**config.mk**
```make
export PLATFORM = sky130hd
export DESIGN_NAME = interval_reservation_table
export DESIGN_NICKNAME = d
export VERILOG_FILES = /design/src/rtl/irt_pkg.sv /design/src/rtl/irt_dp.sv /design/src/rtl/irt_ctrl.sv /design/src/rtl/interval_reservation_table.sv
export SDC_FILE = /design/constraint.sdc
export NUM_CORES = 2
export LEC_CHECK = 0
export BUFFER_PORTS_ARGS = -buffer_cell sky130_fd_sc_hd__buf_2
export CORE_MARGIN = 4
export CORE_UTILIZATION = 40
export CTS_BUF_LIST = sky130_fd_sc_hd__clkbuf_8
export DETAILED_ROUTE_END_ITERATION = 8
export PLACE_DENSITY = 0.53
export SYNTH_ARGS = -nofsm -noshare
export SYNTH_HDL_FRONTEND = slang
export SYNTH_HIERARCHICAL = 1
export SYNTH_SLANG_ARGS = --single-unit
```
**constraint.sdc**
```tcl
create_clock -name clk -period 5.8 [get_ports clk]
set_clock_uncertainty 0.1 [all_clocks]
set_input_delay 0.29 -clock clk [delete_from_list [all_inputs] [get_ports clk]]
set_output_delay 0.29 -clock clk [all_outputs]
set_load 0.01 [all_outputs]
```
**src/rtl/irt_pkg.sv**
```systemverilog
// Shared constants, status codes and controller/datapath interface types.
package irt_pkg;

  // Default table depth and stored time width.
  localparam int CAPACITY_DEF  = 64;
  localparam int TIME_BITS_DEF = 32;

  // Fixed port widths.
  localparam int IN_W  = 32;
  localparam int ENT_W = 7;

  // Result status codes.
  localparam logic [1:0] ST_OK      = 2'd0;
  localparam logic [1:0] ST_OVERLAP = 2'd1;
  localparam logic [1:0] ST_FULL    = 2'd2;
  localparam logic [1:0] ST_INVALID = 2'd3;

  // Commands from the controller to the datapath.
  typedef struct packed {
    logic load;
    logic scan;
    logic commit;
  } ctrl_t;

  // Status from the datapath to the controller.
  typedef struct packed {
    logic scan_done;
  } stat_t;

endpackage

```
**src/rtl/irt_dp.sv**
```systemverilog
// Datapath: interval table memory, overlap scan and commit of one request.
module irt_dp #(
  parameter int CAPACITY  = irt_pkg::CAPACITY_DEF,
  parameter int TIME_BITS = irt_pkg::TIME_BITS_DEF
) (
  input  logic                     clk,
  input  logic                     rst,
  input  irt_pkg::ctrl_t           ctrl,
  output irt_pkg::stat_t           stat,
  input  logic [irt_pkg::IN_W-1:0] req_start,
  input  logic [irt_pkg::IN_W-1:0] req_end,
  output logic                     done,
  output logic                     accepted,
  output logic [1:0]               status,
  output logic [irt_pkg::ENT_W-1:0] entries_used
);

  localparam int CNT_W = $clog2(CAPACITY + 1);
  localparam int IDX_W = (CAPACITY > 1) ? $clog2(CAPACITY) : 1;
  localparam int ENT_W = irt_pkg::ENT_W;

  // Each entry holds {start, end} of one stored interval.
  logic [2*TIME_BITS-1:0] mem [CAPACITY];
  logic [2*TIME_BITS-1:0] rd_data;

  logic [TIME_BITS-1:0] req_s;
  logic [TIME_BITS-1:0] req_e;
  logic [CNT_W-1:0]     idx;
  logic [CNT_W-1:0]     count;
  logic [CNT_W-1:0]     count_next;
  logic                 rd_vld;
  logic                 overlap;
  logic                 hit;
  logic                 invalid;
  logic                 full;
  logic                 store;
  logic [1:0]           status_next;
  logic [TIME_BITS-1:0] slot_s;
  logic [TIME_BITS-1:0] slot_e;

  // Stored entries fill in order and are never freed, so the fill count
  // marks the valid entries and the lowest free one.
  assign stat.scan_done = (idx == count);

  // Overlap test against the entry read in the previous cycle.
  assign slot_s = rd_data[2*TIME_BITS-1:TIME_BITS];
  assign slot_e = rd_data[TIME_BITS-1:0];
  assign hit    = (slot_s < req_e) && (slot_e > req_s);

  // Final decision, checked in priority order.
  always_comb begin
    invalid     = (req_s >= req_e);
    full        = (count == CNT_W'(CAPACITY));
    store       = 1'b0;
    count_next  = count;
    status_next = irt_pkg::ST_OK;
    if (invalid) begin
      status_next = irt_pkg::ST_INVALID;
    end else if (overlap) begin
      status_next = irt_pkg::ST_OVERLAP;
    end else if (full) begin
      status_next = irt_pkg::ST_FULL;
    end else begin
      store      = 1'b1;
      count_next = count + CNT_W'(1);
    end
  end

  // Table memory: one read port for the scan, one write port for commit.
  always_ff @(posedge clk) begin
    if (ctrl.scan && !stat.scan_done) begin
      rd_data <= mem[idx[IDX_W-1:0]];
    end
    if (ctrl.commit && store) begin
      mem[count[IDX_W-1:0]] <= {req_s, req_e};
    end
  end

  // Request capture.
  always_ff @(posedge clk) begin
    if (ctrl.load) begin
      req_s <= TIME_BITS'(req_start);
      req_e <= TIME_BITS'(req_end);
    end
  end

  // Scan index, read pipeline flag and overlap accumulator.
  always_ff @(posedge clk) begin
    if (rst) begin
      idx     <= '0;
      rd_vld  <= 1'b0;
      overlap <= 1'b0;
    end else if (ctrl.load) begin
      idx     <= '0;
      rd_vld  <= 1'b0;
      overlap <= 1'b0;
    end else begin
      if (rd_vld && hit) begin
        overlap <= 1'b1;
      end
      rd_vld <= ctrl.scan && !stat.scan_done;
      if (ctrl.scan && !stat.scan_done) begin
        idx <= idx + CNT_W'(1);
      end
    end
  end

  // Fill count and result strobe.
  always_ff @(posedge clk) begin
    if (rst) begin
      count <= '0;
      done  <= 1'b0;
    end else begin
      done <= ctrl.commit;
      if (ctrl.commit) begin
        count <= count_next;
      end
    end
  end

  // Result payload.
  always_ff @(posedge clk) begin
    if (ctrl.commit) begin
      accepted     <= store;
      status       <= status_next;
      entries_used <= ENT_W'(count_next);
    end
  end

endmodule

```
**src/rtl/irt_ctrl.sv**
```systemverilog
// Controller: sequences capture, table scan and commit of one request.
module irt_ctrl (
  input  logic           clk,
  input  logic           rst,
  input  logic           start,
  input  irt_pkg::stat_t stat,
  output logic           busy,
  output irt_pkg::ctrl_t ctrl
);

  typedef enum logic [2:0] {
    S_IDLE   = 3'b001,
    S_SCAN   = 3'b010,
    S_COMMIT = 3'b100
  } state_t;

  state_t state;
  state_t state_next;

  assign busy = (state != S_IDLE);

  // Next state and datapath commands.
  always_comb begin
    state_next  = state;
    ctrl.load   = 1'b0;
    ctrl.scan   = 1'b0;
    ctrl.commit = 1'b0;
    case (state)
      S_IDLE: begin
        if (start) begin
          ctrl.load  = 1'b1;
          state_next = S_SCAN;
        end
      end
      S_SCAN: begin
        ctrl.scan = 1'b1;
        if (stat.scan_done) begin
          state_next = S_COMMIT;
        end
      end
      S_COMMIT: begin
        ctrl.commit = 1'b1;
        state_next  = S_IDLE;
      end
      default: begin
        state_next = S_IDLE;
      end
    endcase
  end

  // State register.
  always_ff @(posedge clk) begin
    if (rst) begin
      state <= S_IDLE;
    end else begin
      state <= state_next;
    end
  end

endmodule

```
**src/rtl/interval_reservation_table.sv**
```systemverilog
// A request is captured, the table scan then reads each stored entry in turn, and the result is committed.
// The table scan reads one stored entry per cycle through the single memory read port; a new request
// is taken only once the block is idle again, after the previous result has been committed.
// Reset clears the fill count and control state; stored entries need no clearing pass.
// Each result is shown for one cycle on done and cannot be stalled by the receiver.
// Top level: booking table of non-overlapping half-open intervals.
module interval_reservation_table #(
  parameter int CAPACITY  = irt_pkg::CAPACITY_DEF,
  parameter int TIME_BITS = irt_pkg::TIME_BITS_DEF
) (
  input  logic                      clk,
  input  logic                      rst,
  input  logic                      start,
  output logic                      busy,
  input  logic [irt_pkg::IN_W-1:0]  req_start,
  input  logic [irt_pkg::IN_W-1:0]  req_end,
  output logic                      done,
  output logic                      accepted,
  output logic [1:0]                status,
  output logic [irt_pkg::ENT_W-1:0] entries_used
);

  irt_pkg::ctrl_t ctrl;
  irt_pkg::stat_t stat;

  // Controller.
  irt_ctrl u_ctrl (
    .clk   (clk),
    .rst   (rst),
    .start (start),
    .stat  (stat),
    .busy  (busy),
    .ctrl  (ctrl)
  );

  // Datapath.
  irt_dp #(
    .CAPACITY  (CAPACITY),
    .TIME_BITS (TIME_BITS)
  ) u_dp (
    .clk          (clk),
    .rst          (rst),
    .ctrl         (ctrl),
    .stat         (stat),
    .req_start    (req_start),
    .req_end      (req_end),
    .done         (done),
    .accepted     (accepted),
    .status       (status),
    .entries_used (entries_used)
  );

  // A result is only shown once the block has gone idle again.
  a_done_idle: assert property (@(posedge clk) disable iff (rst)
    done |-> !busy)
    else $error("result strobe while busy");

  // An accepted request makes the block busy on the next cycle.
  a_accept_busy: assert property (@(posedge clk) disable iff (rst)
    (start && !busy) |=> busy)
    else $error("request accepted but block not busy");

  // The accept flag agrees with the status code.
  a_flag_status: assert property (@(posedge clk) disable iff (rst)
    done |-> (accepted == (status == irt_pkg::ST_OK)))
    else $error("accept flag and status disagree");

  // Each result follows a busy cycle.
  a_done_after_busy: assert property (@(posedge clk) disable iff (rst)
    done |-> $past(busy))
    else $error("result without a request in work");

endmodule
```
Word level (Yosys, flattened, before mapping)
Memories as Yosys holds them, arrays and structs flattened. A register that Yosys moved wholly into a read port is not among the register bits.
Cells that the tools add are included.
Cells by class
  add/sub/neg operators: 2
  order comparisons: 3
  equal/unequal tests: 8
  mux-type cells: 17
  reduce and logical (&&, ||, !) cells: 8
Operators with widths (count)
  $ge 32x32->1: 1
  $gt 32x32->1: 1
  $lt 32x32->1: 1
  $mux 7: 3
  $add 7x1->7 const B: 2
  $mux 1: 9
  $eq 7x7->1: 1
  $eq 7x7->1 const B: 1
  $mux 3: 2
  $pmux 3 s2: 1
  $logic_and 1x1->1: 4
  $mux 2: 2
  $reduce_or 2->1: 2
  $eq 3x1->1 const B: 1
  $eq 3x2->1 const B: 1
  $eq 3x3->1 const B: 1
  $ne 3x1->1 const B: 1
  $ne 2x1->1 const B: 1
  $ne 2x2->1 const B: 1
  $reduce_and 2->1: 1
  $logic_not 1->1: 1
Word-level totals
  flip-flop bits (word level): 94
  RAM bits: 4096
  input bits: 67
  output and inout bits: 12
  word-level logic and storage cells: 51
  memories kept: 1
Memories
  u_dp.mem: words 64, bits a word 64, rd ports 1, clocked after memory_dff 1, write ports 1, line irt_dp.sv:23  | logic [2*TIME_BITS-1:0] mem [CAPACITY];

Logic depth before layout (Yosys ltp)
  word-level depth: 7
  mapped depth: 11
  mapped depth without buffers: 9

By module
Netlist, hierarchy kept.
By module, submodules not included
  irt_dp: times used 1, cells each 6557, area an instance 162203.1 um^2, sequential area each 127482.3 um^2
  irt_ctrl: times used 1, cells each 15, area an instance 141.4 um^2, sequential area each 60.1 um^2

Worst setup path before layout
OpenSTA, ideal clock, no wires.
  path kind: reg-to-reg
  start point: register u_dp.req_e[19]
  end point: memory u_dp/mem[48][0] (netlist bit), enable pin
  library setup time: 487 ps
  arrival: 5780 ps
  required time: 5213 ps
  slack: -567 ps
  cell stages (with the launch flop): 12
  path buffers: 2
  clock period less this slack: 6367 ps
  cell sequence: edfxtp_1 inv_1 ha_1 a21oi_1 o21ai_0 a2111o_1 a211oi_1 o21a_1 buf_4 buf_4 nand3_1 nor2_1
Between the ends
  word-level cells in the longest chain between the ends: 5
RTL lines
  from (decl): line irt_dp.sv:27  | logic [TIME_BITS-1:0] req_e;
  from (signal assigned): line irt_dp.sv:83  | req_e <= TIME_BITS'(req_end);
  $ge 32x32->1: line irt_dp.sv:52  | invalid = (req_s >= req_e);
  $mux 1: line irt_dp.sv:57  | if (invalid) begin
  $logic_and 1x1->1: line irt_dp.sv:74  | if (ctrl.commit && store) begin
  $mux 1: line irt_dp.sv:74
  $mux 1 (not written as such): line irt_dp.sv:75  | mem[count[IDX_W-1:0]] <= {req_s, req_e};
  to (decl): line irt_dp.sv:23
Every way passes these cells.

Worst setup path in the final report
  start point: register u_dp.req_e[17]
  end point: memory u_dp/mem[45][24] (netlist bit), enable pin
Same word-level chain as after synthesis.

==> impl_metrics.env <==
export IMPL_yosys_top_cells_count="4234 x edfxtp_1, 1280 x mux4_2, 180 x clkbuf_1, 128 x a22oi_1, 114 x buf_2"
export IMPL_dp_slack_ps=1450
export IMPL_synth_edf_count=4234
export IMPL_first_global_vias=79800
export IMPL_cts_resized=0
export IMPL_crit_type="flip-flop to flip-flop"
export IMPL_worstPathCellList="inv_1, ha_1, a21oi_1, o21ai_0, a2111o_1, a211oi_1, o21a_1, nand3_1, buf_4, nor2_4, buf_4"
export IMPL_leakagePower_nw=57.0
export IMPL_numClockSinks=4254
export IMPL_post_cts_buffers=0
export IMPL_rsz0062_at_grt="false"
export IMPL_synth_area_um2=162000
export IMPL_netlist_instances=6572
export IMPL_gr_total_overflow=0
export IMPL_timing_final_ws_setup_ps=1400
export IMPL_clk_latency_ps=1220
export IMPL_status="finished clean"
export IMPL_avgSynthCellArea_um2=24.7
export IMPL_wl_met1_mm=198
export IMPL_synthDistinctLibCells=51
export IMPL_route_met2_wl_mm=240
export IMPL_cp_end_kind="flip-flop"
export IMPL_antenna_found_initial=36
export IMPL_io_pins=79
export IMPL_routed_top_layer="met5"
export IMPL_drt_first_iter_violations=9994
export IMPL_die_y_um=645
export IMPL_area_delta_synth_final_pct=14.7
export IMPL_synth_seq_area_share_pct=78.6
export IMPL_worstHoldStart="req_end[31]"
export IMPL_routed_wl_mm=493
export IMPL_peakVddDrop_uv=235
export IMPL_synth_area_top_cells="edfxtp_1 78%, mux4_2 18%, ha_1 0.76%"
export IMPL_drv_cap=0
export IMPL_vias=78300
export IMPL_cp_max_fo=31
export IMPL_fin_total_pwr_mw=59.1
export IMPL_cp_start_kind="flip-flop"
export IMPL_drive_above_1_share_pct=32.3
export IMPL_max_stage_delay_ps=620
export IMPL_dieArea_um2=416000
export IMPL_cts_tree="built"
export IMPL_fill_cells=33500
export IMPL_slew_violations=0
export IMPL_yosysTopAreaCell="edfxtp_1"
export IMPL_yosys_warnings=6
export IMPL_cp_arrival_ps=5120
export IMPL_wl_met3_mm=33.2
export IMPL_hold_violations=0
export IMPL_grt_start_max_net_pins=108
export IMPL_relSlewSlack_pct=14.2
export IMPL_clk_pin_slew_ps=60
export IMPL_root_buffer="clkbuf_8"
export IMPL_avgViaCountPerCell=5.82
export IMPL_grt_usage_pct=23.5
export IMPL_grt_pass1_wl_mm=675
export IMPL_drtAntennaViolNets=0
export IMPL_drt_pre_antenna_iters=6
export IMPL_core_um2=403000
export IMPL_layout_min_cycle_time_ps=4400
export IMPL_synth_ff_type="edfxtp_1"
export IMPL_reg2reg_from="u_dp/req_e[17]$_DFFE_PP_"
export IMPL_drc_errors=0
export IMPL_fin_area_um2=186000
export IMPL_die_width_um=645
export IMPL_h_tree_depth=6
export IMPL_slowest_stage="buf_4"
export IMPL_ys_ff_latch=4254
export IMPL_crit_top_cell="buf_4"
export IMPL_clock_path_buffers=4
export IMPL_tightest_slew_ps=1290
export IMPL_powerDensity_nw_per_um2=317
export IMPL_yosysTopAreaCellShare_pct=78.3
export IMPL_placed_area_um2=172000
export IMPL_post_drt_wl_per_cell_um=36.6
export IMPL_crit_start="u_dp/req_e[17]$_DFFE_PP_"
export IMPL_finalSetupViolations=0
export IMPL_cts_buffers=693
export IMPL_rows=233
export IMPL_portBuffers=78
export IMPL_crit_required_ps=6520
export IMPL_nets=7645
export IMPL_hold_class="input pin to flip-flop"
export IMPL_fin_crit_sh_pct=75.9
export IMPL_yosysMostFrequentCell="edfxtp_1"
export IMPL_dp_hpwl_mm=299
export IMPL_finalSetupTns_ps=0
export IMPL_start_util_pct=40.2
export IMPL_syn_nets=6737
export IMPL_async_flop_share_pct=0
export IMPL_fmax_mhz=227
export IMPL_gp_congestion=0.917
power breakdown:
| part | switching [mW] | internal (mW) | leakage, nW | total, mW |
|---|---|---|---|---|
| Clock | 12.0 | 11.8 | 7.29 | 23.9 |
| Sequential | 0.0404 | 34.0 | 38.2 | 34.0 |
| Combinational | 0.990 | 0.197 | 11.5 | 1.19 |
| Total | 13.1 | 46.0 | 57.0 | 59.1 |
final timing paths:
check	endpoint	slack, ps	cells past startpoint
worst min-delay path	u_dp/req_e[31]$_DFFE_PP_	270	3
worst min register to register	u_dp/mem[32][11]$_DFFE_PP_	400	0
worst max-delay path	u_dp/mem[45][24]$_DFFE_PP_	1400	11
worst max register to register	u_dp/mem[45][24]$_DFFE_PP_	1400	11
worst max-delay path: cells and delay by family (launching register included):
family / cells / cell delay, ps
adder cells (fa/ha/maj): 1 / 260
AND/OR/NAND/NOR: 2 / 400
AO/OA/AOI/OAI: 5 / 1730
flip-flops: 1 / 420
buffers and inverters: 3 / 1050
stage by stage:
| step | hold WS, ps | util, % | std cells |
|---|---|---|---|
| final | 268 | 46.2 | 13400 |
| after detailed placement | 383 | 42.7 | 12100 |
| after CTS | 128 | 46.2 | 13400 |
| after global placement | 376 | 42.7 | 12100 |
| after floorplan | 289 | - | 6572 |
| after global routing | 249 | 46.2 | 13400 |
per-layer routing:
| layer | up-vias | GRT usage (%) |
|---|---|---|
| li1 | 30600 | - |
| met1 | 43500 | 32.3 |
| met2 | 3502 | 37.9 |
| met3 | 784 | 3.54 |
| met4 | 4 | 9.12 |
| met5 | - | 0 |
cells by family (layout without fill, tap and decap cells):
logic type                 count (synthesis)  in the layout  synth area share [%]
DFF                                     4254           4254                  78.6
and+or+nand+nor                          294            294                 0.804
buffers and inverters                    405           1863                  1.06
muxes                                   1283           1283                  17.8
adders and majority gates                 98             98                 0.755
AOI/OAI and AO/OA                        224            224                 0.968
xor gates and xnor gates                  14             14                0.0755
other                                      0             13                     0
state kept, by name, indices dropped and copies added (netlist names):
signal             count
u_ctrl/state           3
u_dp/status            2
u_dp/req_s            32
u_dp/rd_data          64
u_dp/rd_vld            1
u_dp/overlap           1
u_dp/idx               7
u_dp/accepted          1
u_dp/req_e            32
u_dp/count             7
u_dp/mem            4096
u_dp/done              1
u_dp/entries_used      7
layout by cell type (no fill, tap or decap), types with 9 or more instances in the layout:
master,instances
dfxtp_1,16
a21oi_1,41
clkinvlp_4,9
mux4_2,1280
inv_8,15
clkinv_1,173
inv_1,326
clkbuf_8,699
nand2_1,105
ha_1,98
buf_12,110
clkinv_2,53
nor2_4,66
buf_4,223
nand3_1,26
diode_2,13
bufinv_16,12
edfxtp_1,4234
nor2_1,34
inv_6,19
buf_2,78
dlygate4sd3_1,133
nand4_1,22
o21ai_0,13
a22oi_1,128
area by class of cell:
type	instances	area (um2)	share of cell area, %
Multi-Input combinational cell	1913	33600	18.0
Clock inverter	546	2830	1.52
Inverter	74	280	0.150
Timing Repair Buffer	544	5600	3.01
Sequential cell	4254	128000	68.5
Antenna cell	13	32.5	0.0175
Clock buffer	699	9620	5.16
Tap cell	5405	6760	3.63
what timing repair did:
item,4_1_cts,5_1_grt
hold endpoints to repair,148,0
hold buffers,133,0
setup endpoints to repair,0,0
Power figures use the tool's default switching activity.
